<file path="config.mk">
export PLATFORM = sky130hd
export DESIGN_NAME = code39_barcode_encoder_core
export DESIGN_NICKNAME = d
export VERILOG_FILES = /design/src/hdl/c39_pkg.sv /design/src/hdl/c39_front.sv /design/src/hdl/c39_queue.sv /design/src/hdl/c39_back.sv /design/src/hdl/code39_barcode_encoder_core.sv
export SDC_FILE = /design/constraint.sdc
export NUM_CORES = 1
export LEC_CHECK = 0
export BUFFER_PORTS_ARGS = -buffer_cell sky130_fd_sc_hd__buf_4
export CORE_MARGIN = 2
export CORE_UTILIZATION = 45
export CTS_CLUSTER_SIZE = 24
export DETAILED_ROUTE_END_ITERATION = 6
export PLACE_DENSITY_LB_ADDON = 0.2
export SLEW_MARGIN = 20
export SYNTH_ARGS = -nofsm -noshare
export SYNTH_HDL_FRONTEND = slang
export SYNTH_SLANG_ARGS = --single-unit
</file>
<file path="constraint.sdc">
create_clock -name clk -period 14.9 [get_ports clk]
set_input_delay 1.49 -clock clk [delete_from_list [all_inputs] [get_ports clk]]
set_output_delay 1.49 -clock clk [all_outputs]
set_load 0.02 [all_outputs]
</file>
<file path="src/hdl/c39_pkg.sv">
// Shared types, constants and lookup functions for the Code 39 encoder.
`timescale 1ns / 1ps

package c39_pkg;

  localparam int MAX_CHARS_DEF = 80;
  localparam int QDEPTH        = 2;
  localparam int MOD           = 43;

  localparam logic [5:0] SYM_STAR = 6'd43;
  localparam logic [1:0] CFG_IDX_W = 2'd1;

  // Register indexes of the configuration port.
  localparam logic CFG_WIDE_RATIO = 1'b0;
  localparam logic CFG_CHECK_EN   = 1'b1;

  typedef struct packed {
    logic [7:0] char_code;
    logic       last_char;
  } in_t;

  typedef struct packed {
    logic [1:0] element_width;
    logic       is_bar;
    logic       error;
    logic       last;
  } out_t;

  // One queued unit of work for the element sequencer.
  typedef struct packed {
    logic       err;
    logic       start;
    logic [5:0] sym;
    logic       check;
    logic [5:0] check_sym;
    logic       stop;
  } job_t;

  typedef struct packed {
    logic       valid;
    logic [5:0] value;
  } sym_t;

  typedef enum logic [2:0] {
    PH_IDLE,
    PH_ERR,
    PH_START,
    PH_DATA,
    PH_CHECK,
    PH_STOP
  } phase_t;

  function automatic sym_t c39_sym_of(input logic [7:0] c);
    sym_t s;
    s.valid = 1'b1;
    s.value = 6'd0;
    if (c >= 8'h30 && c <= 8'h39) begin
      s.value = 6'(c - 8'h30);
    end else if (c >= 8'h41 && c <= 8'h5A) begin
      s.value = 6'(c - 8'h41 + 8'd10);
    end else begin
      case (c)
        8'h2D:   s.value = 6'd36;
        8'h2E:   s.value = 6'd37;
        8'h20:   s.value = 6'd38;
        8'h24:   s.value = 6'd39;
        8'h2F:   s.value = 6'd40;
        8'h2B:   s.value = 6'd41;
        8'h25:   s.value = 6'd42;
        8'h2A:   s.value = SYM_STAR;
        default: s.valid = 1'b0;
      endcase
    end
    return s;
  endfunction

  // Nine-element pattern, bit 8 printed first, 1 marks a wide element.
  function automatic logic [8:0] c39_pattern(input logic [5:0] sym);
    logic [8:0] p;
    case (sym)
      6'd0:    p = 9'h034;
      6'd1:    p = 9'h121;
      6'd2:    p = 9'h061;
      6'd3:    p = 9'h160;
      6'd4:    p = 9'h031;
      6'd5:    p = 9'h130;
      6'd6:    p = 9'h070;
      6'd7:    p = 9'h025;
      6'd8:    p = 9'h124;
      6'd9:    p = 9'h064;
      6'd10:   p = 9'h109;
      6'd11:   p = 9'h049;
      6'd12:   p = 9'h148;
      6'd13:   p = 9'h019;
      6'd14:   p = 9'h118;
      6'd15:   p = 9'h058;
      6'd16:   p = 9'h00D;
      6'd17:   p = 9'h10C;
      6'd18:   p = 9'h04C;
      6'd19:   p = 9'h01C;
      6'd20:   p = 9'h103;
      6'd21:   p = 9'h043;
      6'd22:   p = 9'h142;
      6'd23:   p = 9'h013;
      6'd24:   p = 9'h112;
      6'd25:   p = 9'h052;
      6'd26:   p = 9'h007;
      6'd27:   p = 9'h106;
      6'd28:   p = 9'h046;
      6'd29:   p = 9'h016;
      6'd30:   p = 9'h181;
      6'd31:   p = 9'h0C1;
      6'd32:   p = 9'h1C0;
      6'd33:   p = 9'h091;
      6'd34:   p = 9'h190;
      6'd35:   p = 9'h0D0;
      6'd36:   p = 9'h085;
      6'd37:   p = 9'h184;
      6'd38:   p = 9'h0C4;
      6'd39:   p = 9'h0A8;
      6'd40:   p = 9'h0A2;
      6'd41:   p = 9'h08A;
      6'd42:   p = 9'h02A;
      6'd43:   p = 9'h094;
      default: p = 9'h000;
    endcase
    return p;
  endfunction

endpackage

</file>
<file path="src/hdl/c39_front.sv">
// Front end: classifies each character, keeps checksum and count, emits jobs.
`timescale 1ns / 1ps

module c39_front #(
  parameter int MaxChars = c39_pkg::MAX_CHARS_DEF
) (
  input  logic          clk,
  input  logic          rst_n,
  input  logic          in_valid,
  output logic          in_stall,
  input  c39_pkg::in_t  in_data,
  input  logic          check_en,
  input  logic          q_ready,
  output logic          q_push,
  output c39_pkg::job_t q_job
);
  import c39_pkg::*;

  localparam int CNT_W = $clog2(MaxChars + 1);

  logic [5:0]       sum_r, sum_nxt;
  logic [CNT_W-1:0] count_r, count_nxt;
  logic             in_msg_r, in_msg_nxt;
  logic             failed_r, failed_nxt;

  sym_t       s;
  logic       accept;
  logic       fail_now;
  logic [6:0] sum_add;
  logic [5:0] sum_new;

  assign in_stall = !q_ready;
  assign accept   = in_valid && q_ready;
  assign s        = c39_sym_of(in_data.char_code);
  assign fail_now = !s.valid || (count_r >= CNT_W'(MaxChars));

  // The star adds nothing; both operands stay below the modulus.
  always_comb begin
    sum_add = {1'b0, sum_r} + ((s.value == SYM_STAR) ? 7'd0 : {1'b0, s.value});
    if (sum_add >= 7'(MOD)) begin
      sum_new = 6'(sum_add - 7'(MOD));
    end else begin
      sum_new = sum_add[5:0];
    end
  end

  always_comb begin
    sum_nxt         = sum_r;
    count_nxt       = count_r;
    in_msg_nxt      = in_msg_r;
    failed_nxt      = failed_r;
    q_push          = 1'b0;
    q_job           = '0;
    q_job.sym       = s.value;
    q_job.check_sym = sum_new;
    if (accept) begin
      if (failed_r) begin
        if (in_data.last_char) begin
          failed_nxt = 1'b0;
          sum_nxt    = '0;
          count_nxt  = '0;
          in_msg_nxt = 1'b0;
        end
      end else if (fail_now) begin
        q_push    = 1'b1;
        q_job.err = 1'b1;
        if (in_data.last_char) begin
          sum_nxt    = '0;
          count_nxt  = '0;
          in_msg_nxt = 1'b0;
        end else begin
          failed_nxt = 1'b1;
        end
      end else begin
        q_push      = 1'b1;
        q_job.start = !in_msg_r;
        q_job.check = in_data.last_char && check_en;
        q_job.stop  = in_data.last_char;
        if (in_data.last_char) begin
          sum_nxt    = '0;
          count_nxt  = '0;
          in_msg_nxt = 1'b0;
        end else begin
          sum_nxt    = sum_new;
          count_nxt  = count_r + CNT_W'(1);
          in_msg_nxt = 1'b1;
        end
      end
    end
  end

  always_ff @(posedge clk) begin
    if (!rst_n) begin
      sum_r    <= '0;
      count_r  <= '0;
      in_msg_r <= 1'b0;
      failed_r <= 1'b0;
    end else begin
      sum_r    <= sum_nxt;
      count_r  <= count_nxt;
      in_msg_r <= in_msg_nxt;
      failed_r <= failed_nxt;
    end
  end

endmodule

</file>
<file path="src/hdl/c39_queue.sv">
// Short job queue between the front end and the element sequencer.
`timescale 1ns / 1ps

module c39_queue (
  input  logic          clk,
  input  logic          rst_n,
  input  logic          push,
  input  c39_pkg::job_t push_job,
  output logic          ready,
  input  logic          pop,
  output logic          avail,
  output c39_pkg::job_t head
);
  import c39_pkg::*;

  localparam int AW = (QDEPTH > 1) ? $clog2(QDEPTH) : 1;
  localparam int CW = $clog2(QDEPTH + 1);

  job_t          mem_r [QDEPTH];
  logic [AW-1:0] wr_ptr_r, rd_ptr_r;
  logic [CW-1:0] count_r;

  assign ready = count_r != CW'(QDEPTH);
  assign avail = count_r != '0;
  assign head  = mem_r[rd_ptr_r];

  function automatic logic [AW-1:0] bump(input logic [AW-1:0] p);
    return (p == AW'(QDEPTH - 1)) ? '0 : p + AW'(1);
  endfunction

  always_ff @(posedge clk) begin
    if (push && ready) begin
      mem_r[wr_ptr_r] <= push_job;
    end
  end

  always_ff @(posedge clk) begin
    if (!rst_n) begin
      wr_ptr_r <= '0;
      rd_ptr_r <= '0;
      count_r  <= '0;
    end else begin
      if (push && ready) begin
        wr_ptr_r <= bump(wr_ptr_r);
      end
      if (pop && avail) begin
        rd_ptr_r <= bump(rd_ptr_r);
      end
      count_r <= count_r + CW'(push && ready) - CW'(pop && avail);
    end
  end

endmodule

</file>
<file path="src/hdl/c39_back.sv">
// Back end: walks each job's patterns and sends one element per beat.
`timescale 1ns / 1ps

module c39_back (
  input  logic          clk,
  input  logic          rst_n,
  input  logic [1:0]    wide_ratio,
  input  logic          q_avail,
  input  c39_pkg::job_t q_head,
  output logic          q_pop,
  output logic          out_valid,
  input  logic          out_stall,
  output c39_pkg::out_t out_data
);
  import c39_pkg::*;

  phase_t     phase_r, phase_nxt;
  logic [3:0] cnt_r, cnt_nxt;
  job_t       job_r, job_nxt;
  logic       out_valid_r;
  out_t       out_data_r;

  logic       can_adv;
  logic       emit;
  logic       phase_end;
  logic       job_final;
  logic [5:0] cur_sym;
  logic [8:0] pat;
  logic [1:0] wide;
  out_t       elem;

  assign can_adv   = !out_valid_r || !out_stall;
  assign emit      = (phase_r != PH_IDLE) && can_adv;
  assign wide      = (wide_ratio < 2'd2) ? 2'd2 : wide_ratio;
  assign out_valid = out_valid_r;
  assign out_data  = out_data_r;

  // Output side: which symbol is being drawn and what the current element is.
  always_comb begin
    cur_sym   = SYM_STAR;
    phase_end = 1'b0;
    job_final = 1'b0;
    case (phase_r)
      PH_ERR: begin
        phase_end = 1'b1;
        job_final = 1'b1;
      end
      PH_START: begin
        phase_end = cnt_r == 4'd9;
      end
      PH_DATA: begin
        cur_sym   = job_r.sym;
        phase_end = cnt_r == 4'd9;
        job_final = phase_end && !job_r.stop;
      end
      PH_CHECK: begin
        cur_sym   = job_r.check_sym;
        phase_end = cnt_r == 4'd9;
      end
      PH_STOP: begin
        phase_end = cnt_r == 4'd8;
        job_final = phase_end;
      end
      default: begin
        phase_end = 1'b0;
      end
    endcase
    pat  = c39_pattern(cur_sym);
    elem = '0;
    if (phase_r == PH_ERR) begin
      elem.error = 1'b1;
    end else if (cnt_r == 4'd9) begin
      elem.element_width = 2'd1;
    end else begin
      elem.element_width = pat[4'd8 - cnt_r] ? wide : 2'd1;
      elem.is_bar        = ~cnt_r[0];
    end
    elem.last = job_final;
  end

  // Next-state side: step through the job, pull the next one at its end.
  always_comb begin
    phase_nxt = phase_r;
    cnt_nxt   = cnt_r;
    job_nxt   = job_r;
    q_pop     = 1'b0;
    if (emit) begin
      cnt_nxt = phase_end ? 4'd0 : cnt_r + 4'd1;
      if (phase_end) begin
        case (phase_r)
          PH_START: phase_nxt = PH_DATA;
          PH_DATA:  phase_nxt = job_r.check ? PH_CHECK : (job_r.stop ? PH_STOP : PH_IDLE);
          PH_CHECK: phase_nxt = PH_STOP;
          default:  phase_nxt = PH_IDLE;
        endcase
      end
    end
    if ((phase_r == PH_IDLE || (emit && job_final)) && q_avail) begin
      q_pop     = 1'b1;
      job_nxt   = q_head;
      cnt_nxt   = 4'd0;
      if (q_head.err) begin
        phase_nxt = PH_ERR;
      end else if (q_head.start) begin
        phase_nxt = PH_START;
      end else begin
        phase_nxt = PH_DATA;
      end
    end
  end

  always_ff @(posedge clk) begin
    job_r <= job_nxt;
    if (can_adv) begin
      out_data_r <= elem;
    end
  end

  always_ff @(posedge clk) begin
    if (!rst_n) begin
      phase_r     <= PH_IDLE;
      cnt_r       <= 4'd0;
      out_valid_r <= 1'b0;
    end else begin
      phase_r <= phase_nxt;
      cnt_r   <= cnt_nxt;
      if (can_adv) begin
        out_valid_r <= phase_r != PH_IDLE;
      end
    end
  end

endmodule

</file>
<file path="src/hdl/code39_barcode_encoder_core.sv">
// Top level of the Code 39 encoder with optional mod-43 check character.
`timescale 1ns / 1ps

// Each input beat carries one message character and yields the bar and space
// elements it causes, one element per output beat, most significant pattern
// bit first. A character costs ten output beats (nine pattern elements and a
// narrow gap); the first character of a message adds ten beats for the start
// pattern, and the character marked last adds ten beats for the check
// character when enabled plus nine for the stop pattern. The element
// sequencer sends one element per clock while out_stall is low, so that
// sequencer sets the sustained rate. A bad character, or one beyond MaxChars,
// yields a single error beat and the rest of the message is dropped with no
// output, up to and including the beat marked last. The front end takes a new
// character every cycle while the two-entry job queue has room, so input and
// output stall independently. Configuration writes must only happen while the
// block is idle.
module code39_barcode_encoder_core #(
  parameter int MaxChars = c39_pkg::MAX_CHARS_DEF
) (
  input  logic                              clk,
  input  logic                              rst_n,
  input  logic                              in_valid,
  output logic                              in_stall,
  input  c39_pkg::in_t                      in_data,
  output logic                              out_valid,
  input  logic                              out_stall,
  output c39_pkg::out_t                     out_data,
  input  logic                              cfg_we,
  input  logic [c39_pkg::CFG_IDX_W-1:0]     cfg_index,
  input  logic [1:0]                        cfg_wdata
);
  import c39_pkg::*;

  logic [1:0] wide_ratio_r;
  logic       check_en_r;

  logic q_ready;
  logic q_push;
  logic q_pop;
  logic q_avail;
  job_t q_job;
  job_t q_head;

  // Configuration registers; unknown indexes are ignored.
  always_ff @(posedge clk) begin
    if (!rst_n) begin
      wide_ratio_r <= 2'd3;
      check_en_r   <= 1'b0;
    end else if (cfg_we) begin
      case (cfg_index)
        CFG_WIDE_RATIO: wide_ratio_r <= cfg_wdata;
        CFG_CHECK_EN:   check_en_r   <= cfg_wdata[0];
        default:        wide_ratio_r <= wide_ratio_r;
      endcase
    end
  end

  // Front end: validates characters and tracks checksum and length.
  c39_front #(
    .MaxChars(MaxChars)
  ) u_front (
    .clk      (clk),
    .rst_n    (rst_n),
    .in_valid (in_valid),
    .in_stall (in_stall),
    .in_data  (in_data),
    .check_en (check_en_r),
    .q_ready  (q_ready),
    .q_push   (q_push),
    .q_job    (q_job)
  );

  // Decouples classification from element generation.
  c39_queue u_queue (
    .clk      (clk),
    .rst_n    (rst_n),
    .push     (q_push),
    .push_job (q_job),
    .ready    (q_ready),
    .pop      (q_pop),
    .avail    (q_avail),
    .head     (q_head)
  );

  // Back end: emits elements into a registered output stage.
  c39_back u_back (
    .clk        (clk),
    .rst_n      (rst_n),
    .wide_ratio (wide_ratio_r),
    .q_avail    (q_avail),
    .q_head     (q_head),
    .q_pop      (q_pop),
    .out_valid  (out_valid),
    .out_stall  (out_stall),
    .out_data   (out_data)
  );

endmodule
</file>
==> summary.json <==
{
  "job": {
    "maxCapViolCount": 0
  },
  "layout": {
    "antenna_cells_inserted": 0,
    "finish.net_count": 576,
    "n_fill_cell": 1025,
    "final_common_cell": "edfxtp_1",
    "number_of_standard_cells_in_the_final_layout_excluding_fillers": 670,
    "layout_common_cells": "51 x edfxtp_1, 35 x nor2_1, 33 x a21oi_1, 33 x ha_1, 32 x o21ai_0",
    "finalCoreUtilization_pct": 51.3,
    "drive_gt1_share_pct": 14.3,
    "final_cell_area_um2": 5610,
    "areaGrowthSynthToFinish_pct": 10.5
  },
  "clock_network": {
    "post_cts.repair.setup_buffers": 0,
    "skew_pair_late_insertion_delay_ns": 0.34,
    "cts_hold_repair.buffers": 0,
    "cts_max_level": 3,
    "cts_inserted_buffers": 9,
    "cts.clk_slew.worst_paths_ns": 0.07,
    "clock-root-buffer": "clkbuf_16",
    "clock_tree.buffer_depth": 2,
    "cts_sinks": 82,
    "cts_tree": "yes",
    "cts.repair.resized": 0
  },
  "place": {
    "post-place-ws_ns": 8.51,
    "detailed_place_hpwl_um": 7530,
    "placed_cells_incl_taps": 654,
    "io_buffers": 23,
    "routabilityCongestion": 0.889,
    "post_dp_cell_area_um2": 5330
  },
  "routing": {
    "wl_per_cell_um": 15.7,
    "route.vias.total": 3893,
    "detailedRoute.firstPassIterationCount": 5,
    "route.detailed.vias_per_inst": 5.81,
    "drcViolationCount": 0,
    "number_of_drc_violations_after_detailed_routing_iteration_0": 333,
    "antenna_left": 0,
    "routed_wl_um": 10500
  },
  "min_path": {
    "hp-class": "reg2reg"
  },
  "yosys": {
    "yosys_warnings": 0,
    "syn-mean-instance-area_um2": 9.95,
    "number_of_standard_cells_after_synthesis": 510,
    "synth.yosys.seq_area_share_pct": 42.4,
    "syn-num-nets": 561,
    "post-synth-top-area-cell": "edfxtp_1",
    "synth.ff_latch_count": 82,
    "synth_edf_count": 51,
    "yosys.area.top_type_share_pct": 30.2,
    "post_synth_num_cell_types": 79,
    "leading_register_cell_type_out_of_synthesis": "edfxtp_1",
    "synthesis.area_um2": 5080,
    "ys_top_cells_by_area": "edfxtp_1 30%, dfxtp_1 12%, ha_1 8.1%, mux2_2 3.3%, a21oi_1 3.3%",
    "synth_async_sr_flop_share_pct": 0
  },
  "timing": {
    "rsz0062_at_grt": "false",
    "maxSlewHeadroom_pct": 50.9,
    "fin_worst_skew_ns": 0.00938,
    "finalHoldViolCount": 0,
    "fmax_ghz": 0.165,
    "min_clock_period_post_route_ns": 6.05,
    "timing_worst_slew_pin_value_ns": 0.737,
    "finalSetupTns_ns": 0,
    "setup_violators_final": 0,
    "slew_violations": 0,
    "final_min_period_over_clock_period_pct": 40.6,
    "setup_slack_of_the_critical_path_after_layout_ns": 8.85
  },
  "floorplanning": {
    "fp-row-count": 38,
    "ioPinCount": 24,
    "core_region_area_um2": 10900,
    "die-height_um": 110,
    "die-area_um2": 12100,
    "die_width_um": 110,
    "start_util_pct": 46.4
  },
  "setup_path": {
    "critical_path.max_fanout": 7,
    "worst-endpoint-required_ns": 15.14,
    "worstSetupPathType": "in2reg",
    "critPathArrivalTime_ns": 6.29,
    "critPathLaunchType": "primary input",
    "worst_setup_path_end_kind": "flop"
  },
  "power_and_ir_drop": {
    "pwr_density_cell_nw_per_um2": 138,
    "power.ir.vdd_worst_uv": 78.5,
    "power.static_leakage_nw": 2.22
  },
  "global_route": {
    "globalRouteTotalUtil_pct": 18.0,
    "grt_pass1_wl_um": 17100,
    "grt_pass1_vias": 3535,
    "antenna_violations_before_repair": 0,
    "grt_overflow_total": 0,
    "grt_start_max_net_pins": 23
  },
  "outcome": {
    "run_status": "completed"
  }
}
[path summary, 6_finish.rpt]
path                                                      from                          endpoint  slack, ns  cells past startpoint
worst max-delay path                                in_data[1]     u_front.sum_r[1]$_SDFFE_PN0P_       8.85                     21
worst min-delay path             u_front.in_msg_r$_SDFFE_PN0P_     u_front.in_msg_r$_SDFFE_PN0P_       0.48                      2
worst max register to register  u_back.phase_r[1]$_SDFFE_PN0P_  u_back.out_data[3]$_SDFFCE_PP0N_      11.10                      9
worst min register to register   u_front.in_msg_r$_SDFFE_PN0P_     u_front.in_msg_r$_SDFFE_PN0P_       0.48                      2
[layer usage]
metal / wire length [um] / GRT usage (%) / vias up / part of all wire [%]
met4: 175 / 6.43 / 0 / 1.7
li1: - / - / 1939 / -
met5: 0 / 0 / - / 0
met1: 4920 / 22.8 / 1852 / 47
met3: 400 / 3.76 / 14 / 3.8
met2: 5040 / 30.5 / 88 / 48
[cells in the mapped netlist, types with 6 or more instances]
| cell | count |
|---|---|
| a21boi_0 | 6 |
| a21oi_1 | 33 |
| a22o_1 | 7 |
| a31oi_1 | 10 |
| and2_1 | 12 |
| and3_1 | 6 |
| buf_2 | 7 |
| clkbuf_1 | 7 |
| dfxtp_1 | 31 |
| edfxtp_1 | 51 |
| ha_1 | 33 |
| inv_1 | 28 |
| mux2_2 | 15 |
| mux2i_1 | 10 |
| nand2_1 | 31 |
| nand2b_1 | 6 |
| nand3_1 | 11 |
| nor2_1 | 35 |
| nor2b_1 | 7 |
| nor3_1 | 19 |
| o211ai_1 | 8 |
| o21ai_0 | 32 |
| xnor2_1 | 11 |
| xor2_1 | 6 |
[through the flow]
step           power (mW)  hold WS (ns)
2_1_floorplan       0.506         0.434
3_3_place_gp        0.563         0.448
3_5_place_dp        0.571         0.466
4_1_cts             0.778         0.482
5_1_grt             0.819         0.507
6_report            0.772         0.477
[layout make-up]
class | count | area [um2] | area share [%]
inverter | 29 | 109 | 1.94
timing repair buffer | 25 | 188 | 3.35
multi-input combinational | 378 | 2710 | 48.3
clock inverter | 7 | 50.0 | 0.892
clock buffer | 9 | 225 | 4.02
sequential | 82 | 2150 | 38.4
tap | 140 | 175 | 3.12
[flip-flops by register name, summed over array words and instances, names as in the netlist, named ones only]
name,cells
u_queue.mem_r,32
u_back.job_r,14
u_front.count_r,7
u_front.sum_r,6
u_back.out_data,5
u_back.cnt_r,4
u_back.phase_r,3
u_queue.count_r,2
wide_ratio_r,2
check_en_r,1
u_back.out_valid,1
u_front.failed_r,1
u_front.in_msg_r,1
u_queue.rd_ptr_r,1
u_queue.wr_ptr_r,1
[logic make-up (layout without fill, tap and decap cells)]
| family | after synthesis | in the layout | share of synthesized area, % |
|---|---|---|---|
| buffers and inverters | 50 | 70 | 4.34 |
| adder cells (fa/ha/maj) | 34 | 34 | 8.53 |
| XOR/XNOR | 17 | 17 | 2.93 |
| flip-flops | 82 | 82 | 42.4 |
| AND/OR/NAND/NOR | 154 | 154 | 16.0 |
| AO/OA/AOI/OAI | 148 | 148 | 20.5 |
| multiplexers | 25 | 25 | 5.30 |
[where the power goes]
group          switching, mW  internal [mW]
Combinational          0.133         0.0939
Clock                 0.0910          0.114
Sequential            0.0382          0.302
Total                  0.262          0.510
[worst max-delay path: stages]
cell      delay, ns
buf_4          0.14
inv_1          0.08
ha_1           0.27
nor4b_1        0.28
o21ai_0        0.16
o211a_1        0.24
nor3_1         0.21
a221o_1        0.19
or3b_2         0.46
nor4_2         0.29
nor2_1         0.08
ha_1           0.22
fa_1           0.43
a21o_1         0.18
a21oi_1        0.21
xnor2_1        0.20
o21bai_1       0.22
a31oi_1        0.06
o21ai_0        0.29
mux2_2         0.40
a22o_1         0.20
Power figures use the tool's default switching activity.
